### config.mk
export PLATFORM = sky130hd
export DESIGN_NAME = slot_table_first_free_allocator
export DESIGN_NICKNAME = d
export VERILOG_FILES = /design/src/hw/rtl/stffa_pkg.sv /design/src/hw/rtl/slot_table_first_free_allocator.sv /design/src/hw/rtl/stffa_ram.sv
export SDC_FILE = /design/constraint.sdc
export NUM_CORES = 2
export LEC_CHECK = 0
export ABC_AREA = 1
export BUFFER_PORTS_ARGS = -buffer_cell sky130_fd_sc_hd__buf_4
export CAP_MARGIN = 10
export CORE_ASPECT_RATIO = 0.7
export CORE_UTILIZATION = 45
export CTS_BUF_LIST = sky130_fd_sc_hd__clkbuf_4 sky130_fd_sc_hd__clkbuf_8
export DETAILED_ROUTE_END_ITERATION = 10
export PLACE_DENSITY_LB_ADDON = 0.1
export SLEW_MARGIN = 20
export SYNTH_ARGS = -nofsm -noshare
export SYNTH_HDL_FRONTEND = slang
export SYNTH_SLANG_ARGS = --single-unit
### constraint.sdc
create_clock -name i_clk -period 7.6 [get_ports i_clk]
set_clock_uncertainty 0.15 [all_clocks]
set_input_delay 0.38 -clock i_clk [delete_from_list [all_inputs] [get_ports i_clk]]
set_output_delay 0.38 -clock i_clk [all_outputs]
set_load 0.02 [all_outputs]
### src/hw/rtl/stffa_pkg.sv
// Package for the first-fit slot allocator: request and result types,
// request and status codes, and default sizes. No dependencies.
`default_nettype none

package stffa_pkg;

    // Default table geometry.
    localparam int SLOTS_DEF       = 64;
    localparam int VALUE_WIDTH_DEF = 32;

    // Field widths of the request and result transactions.
    localparam int REQ_W   = 3;
    localparam int IDX_F_W = 6;
    localparam int VAL_F_W = 32;
    localparam int LIM_F_W = 7;
    localparam int ST_W    = 2;
    localparam int CNT_F_W = 7;

    // Request codes.
    localparam logic [REQ_W-1:0] REQ_READ      = 3'd0;
    localparam logic [REQ_W-1:0] REQ_WRITE     = 3'd1;
    localparam logic [REQ_W-1:0] REQ_CLEAR     = 3'd2;
    localparam logic [REQ_W-1:0] REQ_ADD       = 3'd3;
    localparam logic [REQ_W-1:0] REQ_ADD_RANGE = 3'd4;

    // Status codes.
    localparam logic [ST_W-1:0] ST_OK      = 2'd0;
    localparam logic [ST_W-1:0] ST_NO_FREE = 2'd1;
    localparam logic [ST_W-1:0] ST_BAD     = 2'd2;

    typedef struct packed {
        logic [REQ_W-1:0]   req_type;
        logic [IDX_F_W-1:0] slot_index;
        logic [VAL_F_W-1:0] store_value;
        logic [IDX_F_W-1:0] range_first;
        logic [LIM_F_W-1:0] range_limit;
    } t_req;

    typedef struct packed {
        logic [ST_W-1:0]    status;
        logic [IDX_F_W-1:0] slot_used;
        logic [VAL_F_W-1:0] read_value;
        logic [CNT_F_W-1:0] occupied_count;
    } t_res;

endpackage

`default_nettype wire

### src/hw/rtl/slot_table_first_free_allocator.sv
// Top level of the first-fit slot allocator: occupancy bitmap, first-free
// search and read-modify-write control around one slot RAM.
// Depends on stffa_pkg and stffa_ram.
//
//   Channel   | Handshake            | Payload          | Direction
//   ----------+----------------------+------------------+----------
//   request   | start / busy         | i_req  (t_req)   | in
//   result    | o_done (one cycle)   | o_res  (t_res)   | out
//
// For each request, the accept cycle looks up the bitmap, finds the slot and
// issues the RAM read; the next cycle returns the result and writes the RAM.
// busy is high during that result cycle, so no new transaction can be
// accepted until the current result is out, as the RAM read is registered.
// Reset clears the bitmap and count at once; no clearing pass is needed, as
// a slot whose bitmap bit is clear reads as empty. The receiver cannot stall.
`default_nettype none

module slot_table_first_free_allocator #(
    parameter int SLOTS       = stffa_pkg::SLOTS_DEF,
    parameter int VALUE_WIDTH = stffa_pkg::VALUE_WIDTH_DEF
) (
    input  wire logic            i_clk,
    input  wire logic            i_rst_n,
    input  wire logic            start,
    output logic                 busy,
    input  wire stffa_pkg::t_req i_req,
    output logic                 o_done,
    output stffa_pkg::t_res      o_res
);

    import stffa_pkg::*;

    localparam int IDX_W = $clog2(SLOTS);
    localparam int CNT_W = $clog2(SLOTS + 1);

    localparam logic S_IDLE = 1'b0;
    localparam logic S_RESP = 1'b1;

    logic                   r_state;
    logic [SLOTS-1:0]       r_bitmap;
    logic [SLOTS-1:0]       n_bitmap;
    logic [CNT_W-1:0]       r_count;
    logic [CNT_W-1:0]       n_count;
    logic [ST_W-1:0]        r_status;
    logic [ST_W-1:0]        n_status;
    logic [IDX_W-1:0]       r_used;
    logic [IDX_W-1:0]       n_used;
    logic                   r_was_occ;
    logic                   n_was_occ;
    logic                   r_we;
    logic                   n_we;
    logic [VALUE_WIDTH-1:0] r_wdata;

    logic                   accept;
    logic [VALUE_WIDTH-1:0] val;
    logic                   val_zero;
    logic [IDX_W-1:0]       idx;
    logic                   idx_bad;
    logic [31:0]            lo;
    logic [31:0]            hi;
    logic                   range_bad;
    logic [SLOTS-1:0]       cand;
    logic [IDX_W-1:0]       found;
    logic                   found_any;
    logic [VALUE_WIDTH-1:0] ram_q;

    assign accept = start && !busy;
    assign busy   = (r_state == S_RESP);
    assign o_done = (r_state == S_RESP);

    // Decode of the incoming request.
    assign val       = VALUE_WIDTH'(i_req.store_value);
    assign val_zero  = (val == '0);
    assign idx       = IDX_W'(i_req.slot_index);
    assign idx_bad   = (32'(i_req.slot_index) >= 32'(SLOTS));
    assign range_bad = (32'(i_req.range_first) >= 32'(SLOTS))
                    || (32'(i_req.range_limit) > 32'(SLOTS))
                    || (32'(i_req.range_first) > 32'(i_req.range_limit));

    // Search window: the whole table for a plain add, else the given range.
    always_comb begin
        if (i_req.req_type == REQ_ADD_RANGE) begin
            lo = 32'(i_req.range_first);
            hi = 32'(i_req.range_limit);
        end else begin
            lo = '0;
            hi = 32'(SLOTS);
        end
    end

    // Free slots inside the window, and the lowest of them.
    always_comb begin
        found     = '0;
        found_any = 1'b0;
        for (int i = 0; i < SLOTS; i++) begin
            cand[i] = !r_bitmap[i] && (32'(i) >= lo) && (32'(i) < hi);
        end
        for (int i = SLOTS - 1; i >= 0; i--) begin
            if (cand[i]) begin
                found     = IDX_W'(i);
                found_any = 1'b1;
            end
        end
    end

    // Request evaluation; bitmap and count are updated at the accept edge.
    always_comb begin
        n_status  = ST_OK;
        n_used    = '0;
        n_was_occ = 1'b0;
        n_we      = 1'b0;
        n_bitmap  = r_bitmap;
        n_count   = r_count;
        case (i_req.req_type)
            REQ_READ: begin
                if (idx_bad) begin
                    n_status = ST_BAD;
                end else begin
                    n_used    = idx;
                    n_was_occ = r_bitmap[idx];
                end
            end
            REQ_WRITE: begin
                if (idx_bad || val_zero) begin
                    n_status = ST_BAD;
                end else begin
                    n_used        = idx;
                    n_was_occ     = r_bitmap[idx];
                    n_we          = 1'b1;
                    n_bitmap[idx] = 1'b1;
                    if (!r_bitmap[idx]) begin
                        n_count = r_count + CNT_W'(1);
                    end
                end
            end
            REQ_CLEAR: begin
                if (idx_bad) begin
                    n_status = ST_BAD;
                end else begin
                    n_used        = idx;
                    n_was_occ     = r_bitmap[idx];
                    n_bitmap[idx] = 1'b0;
                    if (r_bitmap[idx]) begin
                        n_count = r_count - CNT_W'(1);
                    end
                end
            end
            REQ_ADD, REQ_ADD_RANGE: begin
                if (val_zero || ((i_req.req_type == REQ_ADD_RANGE) && range_bad)) begin
                    n_status = ST_BAD;
                end else if (!found_any) begin
                    n_status = ST_NO_FREE;
                end else begin
                    n_used          = found;
                    n_we            = 1'b1;
                    n_bitmap[found] = 1'b1;
                    n_count         = r_count + CNT_W'(1);
                end
            end
            default: begin
                n_status = ST_BAD;
            end
        endcase
    end

    // Control state.
    always_ff @(posedge i_clk) begin
        if (!i_rst_n) begin
            r_state  <= S_IDLE;
            r_bitmap <= '0;
            r_count  <= '0;
            r_we     <= 1'b0;
        end else if (accept) begin
            r_state  <= S_RESP;
            r_bitmap <= n_bitmap;
            r_count  <= n_count;
            r_we     <= n_we;
        end else begin
            r_state  <= S_IDLE;
            r_we     <= 1'b0;
        end
    end

    // Per-transaction payload.
    always_ff @(posedge i_clk) begin
        if (accept) begin
            r_status  <= n_status;
            r_used    <= n_used;
            r_was_occ <= n_was_occ;
            r_wdata   <= val;
        end
    end

    // Slot store: read at accept, written in the result cycle.
    stffa_ram #(
        .WIDTH (VALUE_WIDTH),
        .DEPTH (SLOTS)
    ) u_ram (
        .i_clk   (i_clk),
        .i_we    (r_we),
        .i_waddr (r_used),
        .i_wdata (r_wdata),
        .i_raddr (n_used),
        .o_rdata (ram_q)
    );

    // Result transaction; an empty slot reads as zero.
    always_comb begin
        o_res.status         = r_status;
        o_res.slot_used      = IDX_F_W'(r_used);
        o_res.read_value     = r_was_occ ? VAL_F_W'(ram_q) : '0;
        o_res.occupied_count = CNT_F_W'(r_count);
    end

    // The count always matches the bitmap.
    a_count_matches: assert property (@(posedge i_clk) disable iff (!i_rst_n)
        32'(r_count) == 32'($countones(r_bitmap)))
        else $error("occupied count differs from bitmap");

    // A result comes only in the cycle after an accepted transaction.
    a_done_after_accept: assert property (@(posedge i_clk) disable iff (!i_rst_n)
        o_done |-> $past(start && !busy))
        else $error("result without an accepted transaction");

    // The block is busy for a single cycle per transaction.
    a_busy_one_cycle: assert property (@(posedge i_clk) disable iff (!i_rst_n)
        busy |=> !busy)
        else $error("busy held for more than one cycle");

    // A failed request reports no slot and no data.
    a_fail_clean: assert property (@(posedge i_clk) disable iff (!i_rst_n)
        (o_done && (o_res.status != ST_OK)) |->
        ((o_res.slot_used == '0) && (o_res.read_value == '0) && !r_we))
        else $error("failed request carries slot or data");

endmodule

`default_nettype wire

### src/hw/rtl/stffa_ram.sv
// Generic single-port-write, single-port-read RAM with registered read data.
// No dependencies.
`default_nettype none

module stffa_ram #(
    parameter int WIDTH = 32,
    parameter int DEPTH = 64
) (
    input  wire logic                     i_clk,
    input  wire logic                     i_we,
    input  wire logic [$clog2(DEPTH)-1:0] i_waddr,
    input  wire logic [WIDTH-1:0]         i_wdata,
    input  wire logic [$clog2(DEPTH)-1:0] i_raddr,
    output logic      [WIDTH-1:0]         o_rdata
);

    logic [WIDTH-1:0] r_mem [DEPTH];

    // Write port and registered read port.
    always_ff @(posedge i_clk) begin
        if (i_we) begin
            r_mem[i_waddr] <= i_wdata;
        end
        o_rdata <= r_mem[i_raddr];
    end

endmodule

`default_nettype wire

==> qor.yml <==
p_leak_nw: 45.2
final_area_sq_um: 114000
viasPerCell: 5.62
wl_per_cell_um: 25.6
synth_area_per_cell_sq_um: 10.4
cts_buffers: 351
port_buffers: 105
fin_crit_sh_pct: 92.1
drive_gt1_share_pct: 12.1
grt-ovfl-total: 0
cp_common_cell: "nand2_1"
fmax_ghz: 0.143
async_flop_share_pct: 0
die-area_sq_um: 222000
hold_viol: 0
start_kind: "input pin"
timing.final.crit_period_ps: 7000
ant_nets: 0
ys_warn_count: 0
synth_cell_types: 51
yosys.cell_count.top_type: "nand3_1"
drv_cap: 0
ys_top_cells_by_area: "edfxtp_1 63%, nand3_1 11%, inv_1 6.1%"
ys_ff_latch: 2194
grt_first_pass_wirelength_um: 487000
via_count: 73800
end_kind: "register"
path_class: "input pin to register"
core-area_sq_um: 218000
area_growth_pct: 14.8
clockBufferDepth: 4
ys_top_cells_by_count: "2234 x nand3_1, 2089 x edfxtp_1, 1610 x inv_1, 1504 x nand2_1, 640 x nand3b_1"
root_buffer: "clkbuf_8"
synth_nets: 9630
antenna_found_initial: 13
post_cts_resized: 0
critPathMaxStageDelay_ps: 530
syn-cell-area_sq_um: 99300
wl_um: 336000
fp.dieH_um: 395
start_util_pct: 45.5
cts_tree: "yes"
io_pins: 106
powerDensity_nw_per_um2: 235
synth_edf_count: 2089
syn_inst: 9561
fp-row-count: 143
htreeDepth: 5
required_ps: 8250
grt_max_degree: 181
slew_headroom_pct: 21.9
ir_drop_uv: 164
crit_family: "simple AND/OR/NAND/NOR gates"
synthFlopType: "edfxtp_1"
synth_top_area_share_pct: 63.2
outcome: "finished clean"
rsz0062_at_grt: "false"
drc: 0
clkTransAtPathRegs_ps: 80
gp_congestion: 0.966
grtUsageTotal_pct: 29.8
cp_max_fo: 50
tightestPinTransition_ps: 1170
grt_pass1_vias: 69900
cts.sinks: 2194
cp_slowest_cell: "dlygate4sd3_1"
hpwl_um: 189000
synth_top_area_cell: "edfxtp_1"
total_power_w: 0.0268
postCtsSetupRepairBufs: 0
drt_iter0_drc: 9289
hold_class: "input pin to register"
cp.arrival_ps: 7650
die_w_um: 563
finalMaxSlewViolations: 0
finalSetupViolations: 0
worst-path-buf-inv: 7
final_util_pct: 52.3
ys_seq_area_share_pct: 65.3
place_area_sq_um: 106000
final.setup.tns_ps: 0
worstSkewPairLatency_ps: 970
drt_first_pass_iters: 6
ctsHoldBuffers: 73
fin_nets: 10000
==> tightest hold or removal path: stages <==
cell    delay [ps]
buf_4          110
inv_1           80
nor2_4          30
buf_4          310
==> power breakdown <==
group | total [W] | switching, W | internal, W
clock | 0.0102 | 0.00484 | 0.00533
sequential | 0.0134 | 0.0000811 | 0.0133
combinational | 0.00321 | 0.00222 | 0.000992
total | 0.0268 | 0.00714 | 0.0196
==> logic make-up (layout without fill, tap and decap cells) <==
kind of cell    after synthesis  after routing  synth area share (%)
compound gates              384            384                  2.23
xor+xnor                      3              3                0.0265
fa+ha+maj                    12             12                 0.159
buf+inv                    2222           2895                  8.69
flops                      2194           2194                  65.3
other cells                   0              2                     0
simple gates               4746           4746                  23.6
==> flip-flops by register name, indices dropped and copies added (netlist names) <==
signal / cells
r_status: 2
r_used: 6
busy: 1
u_ram.o_rdata: 32
r_wdata: 32
r_count: 7
u_ram.r_mem: 2048
r_we: 1
r_bitmap: 64
r_was_occ: 1
==> routing by layer <==
metal	up-vias	share of wire [%]	global-route usage, %
met2	3589	43	43.8
met4	2	2.3	7.64
li1	33400	-	-
met3	500	9.4	5.01
met5	-	0.0021	0
met1	36300	45	45.5
==> per-stage QoR <==
stage	hold slack, ps	instances	worst slack [ps]
3_3_place_gp	331	12400	-29.6
6_report	40.9	13100	599
2_1_floorplan	312	9561	2330
5_1_grt	42.2	13100	84.7
3_5_place_dp	349	12400	387
4_1_cts	2.28	13100	846
==> final cells by class <==
| class | count | area [sq um] |
|---|---|---|
| inverter | 1631 | 6150 |
| clock buffer | 500 | 6100 |
| antenna | 2 | 5.00 |
| clock inverter | 124 | 706 |
| tap | 2900 | 3630 |
| multi-input combinational | 5145 | 26400 |
| timing repair buffer | 640 | 6130 |
| sequential | 2194 | 64800 |
| fill | 19300 | 104000 |
==> placed cells by master, fill, tap and decap left out, drive strengths merged, types with 11 or more instances in the layout <==
cell type / synthesis / final
a211oi: 17 / 17
clkbuf: 277 / 500
dfxtp: 105 / 105
ha: 11 / 11
nand3: 2238 / 2238
nand3b: 640 / 640
nand4: 15 / 15
clkinv: 7 / 118
buf: 314 / 567
nor3: 120 / 120
o21ai: 133 / 133
a21oi: 138 / 138
o22ai: 26 / 26
nor2: 184 / 184
o2111ai: 26 / 26
nand2: 1512 / 1512
nor4: 30 / 30
dlygate4sd3: 0 / 73
inv: 1624 / 1627
edfxtp: 2089 / 2089
==> worst paths after layout <==
path | start | endpoint | slack [ps] | depth (start not counted)
setup / recovery | i_req[52] | u_ram.o_rdata[7] | 600 | 75
hold / removal | start | r_wdata[29] | 40 | 4
setup reg to reg | r_bitmap[62] | u_ram.o_rdata[7] | 1250 | 73
hold reg to reg | r_count[6] | r_count[6] | 360 | 2
Note: power is estimated with default switching activity, not from simulation.
